===== config.mk =====
export PLATFORM = sky130hd
export DESIGN_NAME = ethernet_ipv4_header_parser_core
export DESIGN_NICKNAME = d
export VERILOG_FILES = /design/src/rtl/core/eihp_pkg.sv /design/src/rtl/core/ethernet_ipv4_header_parser_core.sv
export VERILOG_INCLUDE_DIRS = /design/src /design/src/rtl/core
export SDC_FILE = /design/constraint.sdc
export NUM_CORES = 1
export LEC_CHECK = 0
export BUFFER_PORTS_ARGS = -buffer_cell sky130_fd_sc_hd__buf_2
export CORE_MARGIN = 2
export CORE_UTILIZATION = 50
export CTS_CLUSTER_SIZE = 16
export DETAILED_ROUTE_END_ITERATION = 10
export PLACE_DENSITY = 0.7
export SYNTH_ARGS = -nofsm -noshare
export SYNTH_HDL_FRONTEND = slang
export SYNTH_SLANG_ARGS = --single-unit

===== constraint.sdc =====
create_clock -name clk -period 11.6 [get_ports clk]
set_clock_uncertainty 0.2 [all_clocks]
set_input_delay 0.58 -clock clk [delete_from_list [all_inputs] [get_ports clk]]
set_output_delay 0.58 -clock clk [all_outputs]
set_load 0.005 [all_outputs]

===== src/rtl/core/ethernet_ipv4_header_parser_core_assert.svh =====
// Assertion macros for the Ethernet/IPv4 header parser core.
`ifndef ETHERNET_IPV4_HEADER_PARSER_CORE_ASSERT_SVH
`define ETHERNET_IPV4_HEADER_PARSER_CORE_ASSERT_SVH

// Same-cycle implication, sampled on clk, off during reset.
`define EIHP_ASSERT_NOW(label, ante, cons, msg) \
  label: assert property (@(posedge clk) disable iff (!rst_n) (ante) |-> (cons)) \
    else $error(msg);

// Next-cycle implication, sampled on clk, off during reset.
`define EIHP_ASSERT_NEXT(label, ante, cons, msg) \
  label: assert property (@(posedge clk) disable iff (!rst_n) (ante) |=> (cons)) \
    else $error(msg);

`endif


===== src/rtl/core/eihp_pkg.sv =====
// Package: status codes and header constants for the Ethernet/IPv4 parser.
package eihp_pkg;

  typedef enum logic [2:0] {
    ST_ICMP      = 3'd0,
    ST_TCP       = 3'd1,
    ST_UDP       = 3'd2,
    ST_NOT_IPV4  = 3'd3,
    ST_SHORT_HDR = 3'd4,
    ST_OTHER     = 3'd5,
    ST_TRUNC     = 3'd6
  } status_t;

  localparam logic [15:0] ETHERTYPE_IPV4 = 16'h0800;
  localparam logic [6:0]  ETH_HDR_LEN    = 7'd14;
  localparam logic [6:0]  IHL_OFFSET     = 7'd14;
  localparam logic [6:0]  PROTO_OFFSET   = 7'd23;
  localparam logic [6:0]  SIP_OFFSET     = 7'd26;
  localparam logic [6:0]  DIP_OFFSET     = 7'd30;
  localparam logic [5:0]  MIN_IP_HDR     = 6'd20;
  localparam logic [6:0]  OFFSET_MAX     = 7'd127;
  localparam logic [7:0]  PROTO_ICMP     = 8'd1;
  localparam logic [7:0]  PROTO_TCP      = 8'd6;
  localparam logic [7:0]  PROTO_UDP      = 8'd17;
  localparam logic [7:0]  ICMP_NEED      = 8'd2;
  localparam logic [7:0]  UDP_NEED       = 8'd4;
  localparam logic [7:0]  TCP_NEED       = 8'd12;

endpackage


===== src/rtl/core/ethernet_ipv4_header_parser_core.sv =====
// Top level: Ethernet/IPv4/L4 header parser, one frame byte per item.
//
// Takes a frame one byte per item (in_data_byte, with in_end_of_frame on the
// last byte) and emits one result item per frame, on its last byte. Bytes go
// into an input register, then one pass of short logic captures the byte at
// its frame offset (MACs, ethertype, IHL, protocol, IP addresses, and the
// transport bytes at offset 14 + IHL*4) and, on the last byte, forms the
// status and gated fields straight into the result register. A new byte is
// taken every clock while in_stall is low; out_valid rises as the result of a
// frame's last byte is registered. in_stall rises only when a last byte waits
// in the input register while the previous result is still held by out_stall,
// so a stalled sink costs only the cycles in which it holds the result. All
// state clears after each last byte. Status: 0 icmp, 1 tcp, 2 udp, 3 not IPv4,
// 4 IP header under 20 bytes, 5 other protocol, 6 truncated. The offset counter
// saturates at 127; bytes past every captured position are ignored.
module ethernet_ipv4_header_parser_core (
  input  logic             clk,
  input  logic             rst_n,
  input  logic             in_valid,
  output logic             in_stall,
  input  logic [7:0]       in_data_byte,
  input  logic             in_end_of_frame,
  output logic             out_valid,
  input  logic             out_stall,
  output eihp_pkg::status_t out_status,
  output logic [47:0]      out_dest_mac,
  output logic [47:0]      out_source_mac,
  output logic [31:0]      out_source_ip,
  output logic [31:0]      out_dest_ip,
  output logic [15:0]      out_source_port,
  output logic [15:0]      out_dest_port,
  output logic [31:0]      out_seq_number,
  output logic [31:0]      out_ack_number,
  output logic [7:0]       out_icmp_kind,
  output logic [7:0]       out_icmp_subcode
);
  import eihp_pkg::*;

  // input stage
  logic       in_vld_r;
  logic [7:0] in_byte_r;
  logic       in_eof_r;

  // per-frame capture state
  logic [6:0]  off_r;
  logic [15:0] etype_r,  etype_nxt;
  logic [5:0]  ihb_r,    ihb_nxt;
  logic [7:0]  proto_r,  proto_nxt;
  logic [47:0] dmac_r,   dmac_nxt;
  logic [47:0] smac_r,   smac_nxt;
  logic [31:0] sip_r,    sip_nxt;
  logic [31:0] dip_r,    dip_nxt;
  logic [31:0] ports_r,  ports_nxt;
  logic [31:0] seq_r,    seq_nxt;
  logic [31:0] ack_r,    ack_nxt;
  logic [15:0] icmp_r,   icmp_nxt;

  // result register
  logic    out_vld_r;
  status_t st_r;
  logic [47:0] o_dmac_r, o_smac_r;
  logic [31:0] o_sip_r, o_dip_r, o_seq_r, o_ack_r;
  logic [15:0] o_sport_r, o_dport_r;
  logic [7:0]  o_ikind_r, o_icode_r;

  logic    blocked;
  logic    s1_go;
  logic    in_take;
  logic [6:0] base;
  logic [3:0] t;
  logic       xport_en;
  logic [7:0] cnt;
  logic [7:0] need;
  status_t    st_nxt;

  // Only a last byte can be held up, and only by a result nobody took yet.
  assign blocked  = in_eof_r && out_vld_r && out_stall;
  assign s1_go    = in_vld_r && !blocked;
  assign in_stall = in_vld_r && blocked;
  assign in_take  = in_valid && !in_stall;

  // Transport window: [14 + IHL*4, 14 + IHL*4 + 12), once IHL is known and sane.
  // Inside the window the offset fits in four bits.
  assign base   = ETH_HDR_LEN + {1'b0, ihb_r};
  assign t      = off_r[3:0] - base[3:0];
  assign xport_en = (off_r > IHL_OFFSET) && (ihb_r >= MIN_IP_HDR) && (off_r >= base) &&
                    ({1'b0, off_r} < ({1'b0, base} + TCP_NEED));

  always_comb begin
    dmac_nxt  = dmac_r;
    smac_nxt  = smac_r;
    etype_nxt = etype_r;
    ihb_nxt   = ihb_r;
    proto_nxt = proto_r;
    sip_nxt   = sip_r;
    dip_nxt   = dip_r;
    ports_nxt = ports_r;
    seq_nxt   = seq_r;
    ack_nxt   = ack_r;
    icmp_nxt  = icmp_r;
    // byte lanes, first byte most significant
    for (int i = 0; i < 6; i++) begin
      if (off_r == 7'(i))      dmac_nxt[47-8*i -: 8] = in_byte_r;
      if (off_r == 7'(i + 6))  smac_nxt[47-8*i -: 8] = in_byte_r;
    end
    for (int i = 0; i < 2; i++) begin
      if (off_r == 7'(i + 12)) etype_nxt[15-8*i -: 8] = in_byte_r;
    end
    if (off_r == IHL_OFFSET)   ihb_nxt   = {in_byte_r[3:0], 2'b00};
    if (off_r == PROTO_OFFSET) proto_nxt = in_byte_r;
    for (int i = 0; i < 4; i++) begin
      if (off_r == SIP_OFFSET + 7'(i)) sip_nxt[31-8*i -: 8] = in_byte_r;
      if (off_r == DIP_OFFSET + 7'(i)) dip_nxt[31-8*i -: 8] = in_byte_r;
    end
    if (xport_en) begin
      for (int i = 0; i < 4; i++) begin
        if (t == 4'(i))     ports_nxt[31-8*i -: 8] = in_byte_r;
        if (t == 4'(i + 4)) seq_nxt[31-8*i -: 8]   = in_byte_r;
        if (t == 4'(i + 8)) ack_nxt[31-8*i -: 8]   = in_byte_r;
      end
      for (int i = 0; i < 2; i++) begin
        if (t == 4'(i)) icmp_nxt[15-8*i -: 8] = in_byte_r;
      end
    end
  end

  // Status from the state as it stands with this byte included.
  assign cnt  = {1'b0, off_r} + 8'd1;
  assign need = {2'b00, ihb_nxt} + {1'b0, ETH_HDR_LEN};

  always_comb begin
    priority if (cnt < {1'b0, ETH_HDR_LEN})          st_nxt = ST_TRUNC;
    else if (etype_nxt != ETHERTYPE_IPV4)            st_nxt = ST_NOT_IPV4;
    else if (cnt < {1'b0, IHL_OFFSET} + 8'd1)        st_nxt = ST_TRUNC;
    else if (ihb_nxt < MIN_IP_HDR)                   st_nxt = ST_SHORT_HDR;
    else if (cnt < {1'b0, PROTO_OFFSET} + 8'd1)      st_nxt = ST_TRUNC;
    else if (proto_nxt == PROTO_ICMP)
      st_nxt = (cnt < need + ICMP_NEED) ? ST_TRUNC : ST_ICMP;
    else if (proto_nxt == PROTO_TCP)
      st_nxt = (cnt < need + TCP_NEED) ? ST_TRUNC : ST_TCP;
    else if (proto_nxt == PROTO_UDP)
      st_nxt = (cnt < need + UDP_NEED) ? ST_TRUNC : ST_UDP;
    else                                             st_nxt = ST_OTHER;
  end

  // control
  always_ff @(posedge clk) begin
    if (!rst_n) begin
      in_vld_r  <= 1'b0;
      out_vld_r <= 1'b0;
      off_r     <= '0;
      etype_r   <= '0;
      ihb_r     <= '0;
      proto_r   <= '0;
      dmac_r    <= '0;
      smac_r    <= '0;
      sip_r     <= '0;
      dip_r     <= '0;
      ports_r   <= '0;
      seq_r     <= '0;
      ack_r     <= '0;
      icmp_r    <= '0;
    end else begin
      if (in_take)    in_vld_r <= 1'b1;
      else if (s1_go) in_vld_r <= 1'b0;

      if (s1_go && in_eof_r)        out_vld_r <= 1'b1;
      else if (out_vld_r && !out_stall) out_vld_r <= 1'b0;

      if (s1_go) begin
        if (in_eof_r) begin
          // frame done: start clean
          off_r   <= '0;
          etype_r <= '0;
          ihb_r   <= '0;
          proto_r <= '0;
          dmac_r  <= '0;
          smac_r  <= '0;
          sip_r   <= '0;
          dip_r   <= '0;
          ports_r <= '0;
          seq_r   <= '0;
          ack_r   <= '0;
          icmp_r  <= '0;
        end else begin
          off_r   <= (off_r == OFFSET_MAX) ? off_r : off_r + 7'd1;
          etype_r <= etype_nxt;
          ihb_r   <= ihb_nxt;
          proto_r <= proto_nxt;
          dmac_r  <= dmac_nxt;
          smac_r  <= smac_nxt;
          sip_r   <= sip_nxt;
          dip_r   <= dip_nxt;
          ports_r <= ports_nxt;
          seq_r   <= seq_nxt;
          ack_r   <= ack_nxt;
          icmp_r  <= icmp_nxt;
        end
      end
    end
  end

  // payload
  always_ff @(posedge clk) begin
    if (in_take) begin
      in_byte_r <= in_data_byte;
      in_eof_r  <= in_end_of_frame;
    end
    if (s1_go && in_eof_r) begin
      st_r      <= st_nxt;
      o_dmac_r  <= dmac_nxt;
      o_smac_r  <= smac_nxt;
      o_sip_r   <= (st_nxt == ST_NOT_IPV4) ? '0 : sip_nxt;
      o_dip_r   <= (st_nxt == ST_NOT_IPV4) ? '0 : dip_nxt;
      o_sport_r <= (st_nxt == ST_TCP || st_nxt == ST_UDP) ? ports_nxt[31:16] : '0;
      o_dport_r <= (st_nxt == ST_TCP || st_nxt == ST_UDP) ? ports_nxt[15:0] : '0;
      o_seq_r   <= (st_nxt == ST_TCP) ? seq_nxt : '0;
      o_ack_r   <= (st_nxt == ST_TCP) ? ack_nxt : '0;
      o_ikind_r <= (st_nxt == ST_ICMP) ? icmp_nxt[15:8] : '0;
      o_icode_r <= (st_nxt == ST_ICMP) ? icmp_nxt[7:0] : '0;
    end
  end

  assign out_valid        = out_vld_r;
  assign out_status       = st_r;
  assign out_dest_mac     = o_dmac_r;
  assign out_source_mac   = o_smac_r;
  assign out_source_ip    = o_sip_r;
  assign out_dest_ip      = o_dip_r;
  assign out_source_port  = o_sport_r;
  assign out_dest_port    = o_dport_r;
  assign out_seq_number   = o_seq_r;
  assign out_ack_number   = o_ack_r;
  assign out_icmp_kind    = o_ikind_r;
  assign out_icmp_subcode = o_icode_r;

`include "ethernet_ipv4_header_parser_core_assert.svh"

  `EIHP_ASSERT_NEXT(a_offset_clears, s1_go && in_eof_r, off_r == '0, "offset not cleared")
  `EIHP_ASSERT_NOW(a_tcp_only_seq, out_vld_r && st_r != ST_TCP, o_seq_r == '0 && o_ack_r == '0, "seq/ack on non-TCP")
  `EIHP_ASSERT_NOW(a_no_ip_on_non_ipv4, out_vld_r && st_r == ST_NOT_IPV4, o_sip_r == '0 && o_dip_r == '0, "IP on non-IPv4")

endmodule

==> qor.txt, run 1 <==
status = finished, final reports clean
commonest cells in the netlist = dfxtp_1, edfxtp_1, nand2_1
Worst EP required = 11,820 ps
Synth area leader = edfxtp_1
ANT nets after route = 0
routed wire length = 74.9 mm
CP max stage delay = 940 ps
CP Launch Type = register
CTS resizes = 0
CTS tree = built
GRT overflow = 0
max-cap violations = 0
Peak VDD IR = 0.000145 V
final setup fails = 0
Cell Area, Synth = 26,700 sq um
Clock Latency Late Sink = 620 ps
antenna violations before repair = 1
Mapped Cells = 2,455
Reg power frac = 52.0%
crit-path cells = nand3b_1 -> nor3_4 -> mux2i_1 -> clkinv_1 -> ha_1 -> nor3_1 -> nand2b_1 -> a21oi_1 -> a211oi_1 -> ha_1 -> nand4_1 -> or2_2 -> o211a_1 -> o31ai_1 -> nand3_4 -> nor3_2
remaining routing DRC violations = 0
DRT Pass-1 Iters = 5
vias per inst = 5.92
die footprint = 55,300 sq um
count leader, synth = dfxtp_1
share of cells above drive strength 1 = 21.6%
post-CTS setup buffers = 0
io pins = 290
hold crit path type = input pin to register
final core utilization = 57.7%
Logic pwr share = 4.0%
CP top delay family = simple AND/OR/NAND/NOR gates
number of synthesized flops with an enable pin = 284
sw frac = 22.5%
net count reported at finish = 2,697
Sink Count = 595
Worst setup EP type = register
Critical Path AT = 7320 ps
PwrDens = 140 nW/um^2
register area share after synthesis = 55.2%
H-Tree Level Count = 2
switching pwr = 960 uW
Area contributors post-synth = edfxtp_1, dfxtp_1, a22oi_1
headroom to the max-slew limit = 16.9%
Reg clk slew, reported paths = 60 ps
worst-path fanout max = 64
total track usage = 26.2%
die width = 235 microns
first-pass GRT wire length = 114 mm
Core ar. = 52,800 sq um
dominant synthesized flop cell = dfxtp_1
RSZ-0062 raised after global routing = false
Max Freq = 141 MHz
WP buf/inv = 1
cts bufs inserted = 60
Clk pwr share = 44.0%
Initial Util = 50.7%
fin crit period = 7100 ps
Yosys top cell area share = 31.9%
setup tns final = 0 ps
final worst path period share = 61.2%
RD Place Congestion = 0.934
reg2reg setup slack = 4500 ps
post-detail-place hpwl = 46.4 mm
CP max stage cell = nand3_4
Mapped Nets = 2,513
Layout Area Growth over Synthesis = 13.9%
synth warn = 0
flops & latches, synth = 595
Root Buffer = clkbuf_16
Async SR Flop Fraction = 0%
Syn Area/Cell = 10.9 sq um
Avg WL per Cell = 22.2 microns
critical path type = register to register
actual slew at the worst max-slew pin = 1230 ps
P_int = 3310 uW
Max Slew Vio Count = 0
clk buf depth = 3
Lkg Pwr = 0.0111 uW
via count = 19,975
PortBufs = 289
distinct cell type count after synthesis = 72
cell mode on critical path = ha_1
Fin. Hold Viols = 0
Final Hold Slack = 65.1 ps
vias in the first global route = 19,500
Core Rows = 84
largest net degree at the start of global routing = 131
Initial DRC Count = 2,013
Die H = 235 microns
## kinds of logic after synthesis
kind of cell             synth area share (%)
AND/OR/NAND/NOR                          15.4
flip-flops                               55.2
AO/OA/AOI/OAI                            14.5
buffers and inverters                    3.63
multiplexers                             8.46
adder cells (fa/ha/maj)                  2.13
XOR/XNOR                                0.622
## power groups by stage
stage	sequential, uW	clock, uW	combinational (uW)
floorplan	2270	0	92.2
global placement	2260	0	166
detailed placement	2260	0	169
CTS	2220	1910	171
global route	2220	1990	183
finish	2220	1880	173
## path summary, 6_finish.rpt
path / cells after the start / startpoint / endpoint
max: 16 / off_r[2]$_SDFFE_PN0P_ / out_seq_number[24]$_SDFFCE_PP0P_
max reg2reg: 16 / off_r[2]$_SDFFE_PN0P_ / out_seq_number[24]$_SDFFCE_PP0P_
min reg2reg: 2 / ack_r[25]$_SDFFE_PN0P_ / ack_r[25]$_SDFFE_PN0P_
min: 2 / in_valid / in_vld_r$_SDFFE_PN0P_
## sequential cells by signal (all words and copies together) (netlist names), 32 cells and up
name,cells
out_dest_ip,32
out_seq_number,32
ports_r,32
sip_r,32
smac_r,48
ack_r,32
out_source_ip,32
out_ack_number,32
seq_r,32
dmac_r,48
out_dest_mac,48
out_source_mac,48
dip_r,32
## metrics by stage
step	total power (uW)	instance area [sq um]	worst slack (ps)	std cells
2_1_floorplan	2360	26700	3750	2455
3_3_place_gp	2430	28500	4750	3256
3_5_place_dp	2430	28500	4670	3256
4_1_cts	4300	30400	4650	3376
5_1_grt	4390	30400	3960	3377
6_report	4270	30400	4500	3377
## worst register-to-register path, delay by kind of cell, from the launching register on
family | cells | cell delay (ps)
fa+ha+maj | 2 | 730
mux | 1 | 510
flops | 1 | 840
compound gates | 4 | 1030
buf+inv | 1 | 470
simple gates | 8 | 3120
## placed cells by master (no fill, tap or decap), types with 8 or more instances in the layout
cell,n
clkbuf_1,12
nor2_1,133
xnor2_1,12
and2_1,20
edfxtp_1,284
a21boi_0,102
o21ai_0,112
clkinv_2,17
o21a_1,25
a21oi_1,89
nand4_1,11
nor2b_1,200
mux2_2,88
clkinv_1,11
ha_1,44
and3_1,15
mux2i_1,127
o211ai_1,10
nor3_2,61
nand3_1,21
nand2_1,229
o22ai_1,8
buf_2,288
dfxtp_1,311
clkbuf_16,61
inv_1,24
a22oi_1,182
dlygate4sd3_1,9
buf_4,32
nor3_1,14
nor4_1,17
## final cells by class
class | count | area, sq um
fill | 4488 | 22300
sequential | 595 | 14800
multi-input combinational | 1624 | 11000
timing repair buffer | 330 | 1780
clock buffer | 77 | 1630
tap | 688 | 861
clock inverter | 34 | 263
inverter | 28 | 113
antenna | 1 | 2.50
## routing by layer
metal  vias to the layer above  wire [microns]  GRT usage [%]
li1                       9220               -              -
met1                      9777           31600           35.2
met2                       837           34800           41.7
met3                       141            6180           6.43
met4                         0            2380           9.05
met5                         -               0              0
## repair_timing
item | in CTS | in global routing
endpoints found under the setup margin | 0 | 0
hold endpoints to repair | 9 | 0
hold buffers | 9 | 0
Power figures use the tool's default switching activity.
==> inputs of run 2 (changes only) <==
- ABC_AREA: not set -> 1
- PLACE_DENSITY: 0.7 -> 0.72
- clock period: 11.6 -> 5.7 ns (I/O delays scaled with it)
==> qor.txt, run 2 <==
final setup fails = 0 (unchanged)
register area share after synthesis = 53.5% (-1.6 points)
GRT overflow = 0 (unchanged)
Async SR Flop Fraction = 0% (unchanged)
Area contributors post-synth = edfxtp_1, dfxtp_1, nand2_1
hold crit path type = input pin to register
fin crit period = 5190 ps (-1910 ps)
max-cap violations = 0 (unchanged)
Max Freq = 193 MHz (+37%)
Reg area = 14,800 sq um (unchanged)
PwrDens = 285 nW/um^2 (+100%)
setup tns final = 0 ps (unchanged)
CTS tree = built
vias in the first global route = 19,868 (+1.9%)
Yosys top cell area share = 31.0% (-0.95 points)
CP max stage delay = 660 ps (-280 ps)
post-CTS setup buffers = 0 (unchanged)
hold_sp = in_data_byte[5]
distinct cell type count after synthesis = 40 (-44%)
net count reported at finish = 3,565 (+32%)
Core Rows = 86 (+2.4%)
antenna violations before repair = 1 (unchanged)
Setup crit start = off_r[0]$_SDFFE_PN0P_
Sink Count = 595 (unchanged)
first-pass GRT wire length = 109 mm (-4.8%)
Mapped Cells = 3,309 (+35%)
clk buf depth = 3 (unchanged)
dominant synthesized flop cell = dfxtp_1
ANT nets after route = 0 (unchanged)
Clock Latency Late Sink = 630 ps (about the same)
total track usage = 24.0% (-2.2 points)
headroom to the max-slew limit = 16.7% (-0.20 points)
Initial DRC Count = 1,965 (-2.4%)
area of the multi-input gates = 10,700 sq um (-2.9%)
count leader, synth = nand2_1
final core utilization = 57.7% (about the same)
Syn Area/Cell = 8.33 sq um (-24%)
status = finished, final reports clean
actual slew at the worst max-slew pin = 1250 ps (+19.1 ps)
DRT Pass-1 Iters = 5 (unchanged)
commonest cells in the netlist = nand2_1, dfxtp_1, inv_1
remaining routing DRC violations = 0 (unchanged)
commonest non-fill, non-tap cell in the layout = nand2_1
Mapped Nets = 3,367 (+34%)
CP top delay family = simple AND/OR/NAND/NOR gates
die footprint = 57,000 sq um (+3.0%)
reg2reg start = off_r[0]$_SDFFE_PN0P_
Reg clk slew, reported paths = 60 ps (about the same)
Peak VDD IR = 0.000245 V (+69%)
share of cells above drive strength 1 = 16.0% (-5.6 points)
io pins = 290 (unchanged)
PortBufs = 289 (unchanged)
most frequent cells in the layout = nand2_1, dfxtp_1, inv_1
Die H = 239 microns (+1.5%)
Avg WL per Cell = 16.6 microns (-25%)
cts bufs inserted = 60 (unchanged)
H-Tree Level Count = 2 (unchanged)
RD Place Congestion = 0.893 (-4.3%)
Antenna Cells = 0 (-1)
number of synthesized flops with an enable pin = 284 (unchanged)
Lkg Pwr = 0.0126 uW (+14%)
worst-path fanout max = 32 (-50%)
WP buf/inv = 3 (+2)
Worst EP required = 5840 ps (-5980 ps)
Initial Util = 50.3% (-0.36 points)
via count = 22,543 (+13%)
Core ar. = 54,800 sq um (+3.8%)
crit-path cells = inv_1 -> ha_1 -> nand3_1 -> clkinv_1 -> nand2_2 -> o21ai_0 -> ha_1 -> o21ai_0 -> nor2_1 -> nand4_1 -> ha_1 -> nand2_1 -> nor2_1 -> a211oi_1 -> nand3_1 -> nor2_1 -> nor2_1 -> nand3_1 -> nand2_1 -> nand2_2 -> nand2_1 -> nand2_2 -> buf_4 -> nor3_1
cell mode on critical path = nor2_1
Root Buffer = clkbuf_16
non-filler instance count after layout = 4,263 (+26%)
final worst path period share = 91.0% (+30 points)
vias per inst = 5.29 (-11%)
Worst setup EP type = register
critical path type = register to register
CP Launch Type = register
largest net degree at the start of global routing = 223 (+70%)
Critical Path AT = 5330 ps (-1990 ps)
Max Slew Vio Count = 0 (unchanged)
placed insts = 4,136 (+27%)
synth warn = 0 (unchanged)
flops & latches, synth = 595 (unchanged)
routed wire length = 70.8 mm (-5.5%)
Layout Area Growth over Synthesis = 14.7%
Fin. Hold Viols = 0 (unchanged)
CP max stage cell = o21ai_0
# fillers = 4,846 (+8.0%)
Synth area leader = edfxtp_1
die width = 239 microns (+1.5%)
post-detail-place hpwl = 42.0 mm (-9.4%)
Cell Area, Synth = 27,600 sq um (+3.1%)
RSZ-0062 raised after global routing = false
==> run 2: through the flow <==
stage          instance area [sq um]  hold slack (ps)  total power, uW  setup slack [ps]
2_1_floorplan                  27600              184             4770              36.8
3_3_place_gp                   29400              250             4910               691
3_5_place_dp                   29400              248             4910               591
4_1_cts                        31600              142             9080               566
5_1_grt                        31600              156             9250              53.2
6_report                       31600              169             8990               511
==> run 2: layout make-up <==
type,instances,share of cell area (%)
clock inverter,38,1.37
timing repair buffer,341,6.19
multi-input combinational,2200,34.0
clock buffer,76,5.27
sequential,595,46.7
inverter,309,3.71
tap,704,2.79
==> run 2: timing repair <==
| item | in CTS | in global routing |
|---|---|---|
| hold endpoints to repair | 16 | 0 |
| hold buffers | 13 | 0 |
| resized for setup | 0 | 0 |
==> run 2: routing by layer <==
layer  vias up  track usage (%)  part of all wire, %
met2       673             38.5                   46
met1     10519             33.3                   44
met4         0             8.18                  3.3
li1      11213                -                    -
met3       138             3.75                  6.3
met5         -                0                    0
==> run 2: report_power, final <==
| group | internal (uW) | switching [uW] | total (uW) |
|---|---|---|---|
| sequential | 4500 | 15.2 | 4510 |
| clock | 2470 | 1700 | 4170 |
| combinational | 58.1 | 255 | 313 |
| total | 7030 | 1970 | 8990 |
==> run 2: final timing paths <==
check | to | slack [ps] | cells after the start
setup / recovery | out_source_port[15]$_SDFFCE_PN0P_ | 510 | 24
hold / removal | in_byte_r[5]$_DFFE_PP_ | 170 | 2
setup reg to reg | out_source_port[15]$_SDFFCE_PN0P_ | 510 | 24
hold reg to reg | ihb_r[0]$_SDFFE_PN0P_ | 260 | 2
==> run 2: cells by family after synthesis <==
| kind of cell | synth area share, % |
|---|---|
| adders and majority gates | 2.07 |
| xor gates and xnor gates | 0.477 |
| buffers and inverters | 7.60 |
| AOI/OAI and AO/OA | 12.5 |
| DFF | 53.5 |
| and+or+nand+nor | 23.8 |
==> inputs of run 3 (changes only) <==
- PLACE_DENSITY: 0.72 -> 0.7
- clock period: 5.7 -> 5.2 ns (I/O delays scaled with it)
==> qor.txt, run 3 (synthesis gave the netlist of run 2 again) <==
post-detail-place hpwl = 42.7 mm (+1.6%)
vias per inst = 5.28 (-0.19%)
Worst EP required = 5350 ps (-490 ps)
setup tns final = 0 ps (unchanged)
Max Freq = 208 MHz (+8.1%)
CP max stage delay = 300 ps (-360 ps)
H-Tree Level Count = 3 (+1)
max-cap violations = 0 (unchanged)
Avg WL per Cell = 16.8 microns (+1.1%)
CP max stage cell = dfxtp_1
share of cells above drive strength 1 = 16.0% (+0.026 points)
Layout Area Growth over Synthesis = 15.2%
GRT overflow = 0 (unchanged)
status = finished, final reports clean
Placement Setup Slack = 201 ps (-390 ps)
RSZ-0062 raised after global routing = false
final setup fails = 0 (unchanged)
actual slew at the worst max-slew pin = 1150 ps (-103 ps)
Root Buffer = clkbuf_16
die width = 239 microns (unchanged)
net count reported at finish = 3,578 (+0.36%)
ANT nets after route = 0 (unchanged)
CP Launch Type = register
clk buf depth = 3 (unchanged)
Die H = 239 microns (unchanged)
Worst setup EP type = register
Fin. Hold Viols = 0 (unchanged)
cts bufs inserted = 66 (+10%)
fin crit period = 4800 ps (-389 ps)
headroom to the max-slew limit = 23.6% (+6.9 points)
commonest non-fill, non-tap cell in the layout = nand2_1
RD Place Congestion = 0.891 (-0.31%)
antenna violations before repair = 1 (unchanged)
most frequent cells in the layout = nand2_1, dfxtp_1, inv_1
Reg clk slew, reported paths = 60 ps (about the same)
remaining routing DRC violations = 0 (unchanged)
Core ar. = 54,800 sq um (unchanged)
io pins = 290 (unchanged)
Max Slew Vio Count = 0 (unchanged)
Initial Util = 50.3% (unchanged)
final worst path period share = 92.3% (+1.3 points)
Setup WS post-layout = 400 ps (-111 ps)
PwrDens = 309 nW/um^2 (+8.5%)
largest net degree at the start of global routing = 223 (unchanged)
worst-path fanout max = 23 (-28%)
die footprint = 57,000 sq um (unchanged)
via count = 22,569 (+0.12%)
total track usage = 24.8% (+0.81 points)
Lkg Pwr = 0.0127 uW (+0.20%)
first-pass GRT wire length = 111 mm (+2.5%)
DRT Pass-1 Iters = 6 (+1)
CTS tree = built
cell mode on critical path = nand2_1
# fillers = 4,866 (+0.41%)
Power Total = 9800 uW (+9.0%)
Final Hold Slack = 184 ps (+14.8 ps)
Sink Count = 595 (unchanged)
Antenna Cells = 0 (unchanged)
Initial DRC Count = 1,936 (-1.5%)
critical path type = register to register
PortBufs = 289 (unchanged)
Peak VDD IR = 0.000191 V (-22%)
Clock Latency Late Sink = 610 ps (-20 ps)
WP buf/inv = 5 (+2)
Core Rows = 86 (unchanged)
routed wire length = 71.8 mm (+1.4%)
hold crit path type = input pin to register
vias in the first global route = 20,509 (+3.2%)
Critical Path AT = 4950 ps (-380 ps)
CP top delay family = simple AND/OR/NAND/NOR gates
[run 3: changes by cell type in the layout (fill, tap and decap cells not counted), sizes merged]
cell,previous run,this run
clkinv,28,18
clkinvlp,5,4
clkbuf,76,96
bufinv,9,3
inv,305,308
buf,328,335
[run 3: worst reg2reg max path: stages, from the launching register on]
cell	delay, ps
dfxtp_1	300
inv_1	140
ha_2	250
nand3_1	150
clkinv_1	110
nand2_2	160
nand2_1	160
o21ai_4	100
ha_1	240
xor2_1	210
ha_1	250
nor3_1	240
xor2_1	180
ha_1	250
nand2_1	70
nor2_1	50
a211oi_1	190
inv_1	80
nor2_1	100
nand2_1	90
nand2_1	80
nand2_1	50
nand2_1	50
nand2_1	130
nand3b_1	190
buf_12	200
buf_12	300
nor2_4	50
[run 3: final timing paths]
path	start	endpoint	slack (ps)	cells after the start
max reg2reg	off_r[0]$_SDFFE_PN0P_	out_ack_number[12]$_SDFFCE_PP0P_	400	27
max	off_r[0]$_SDFFE_PN0P_	out_ack_number[12]$_SDFFCE_PP0P_	400	27
min reg2reg	ihb_r[0]$_SDFFE_PN0P_	ihb_r[0]$_SDFFE_PN0P_	260	2
min	in_data_byte[5]	in_byte_r[5]$_DFFE_PP_	180	2
[run 3: where the power goes]
group | total [uW] | switching, uW | internal [uW]
sequential | 4950 | 16.8 | 4930
combinational | 349 | 281 | 68.0
clock | 4510 | 1910 | 2590
total | 9800 | 2210 | 7590
[run 3: per-layer routing]
layer  wire length, microns  GRT usage, %
met1                  32200          33.8
met2                  33200          40.3
met3                   4320          4.01
met4                   2050          8.84
met5                      0             0
[run 3: area by class of cell]
class / instances / area, sq um / area share (%)
Multi-Input combinational cell: 2200 / 10800 / 33.9
Tap cell: 704 / 881 / 2.78
Sequential cell: 595 / 14800 / 46.5
Clock inverter: 24 / 248 / 0.780
Clock buffer: 96 / 1810 / 5.72
Timing Repair Buffer: 348 / 2090 / 6.59
Inverter: 309 / 1180 / 3.71
[run 3: timing repair]
| item | in CTS | in global routing |
|---|---|---|
| setup endpoints to repair | 0 | 168 |
| endpoints found under the hold margin | 13 | 0 |
| hold buffers | 13 | 0 |
| setup buffers | 0 | 1 |
| resized for setup | 0 | 12 |
[run 3: per-stage QoR]
| stage | instance area (sq um) | cells | utilization [%] |
|---|---|---|---|
| floorplan | 27600 | 3309 | - |
| global placement | 29500 | 4142 | 53.9 |
| detailed placement | 29500 | 4142 | 53.9 |
| global route | 31700 | 4276 | 58.0 |
| finish | 31700 | 4276 | 58.0 |
| CTS | 31700 | 4275 | 57.9 |
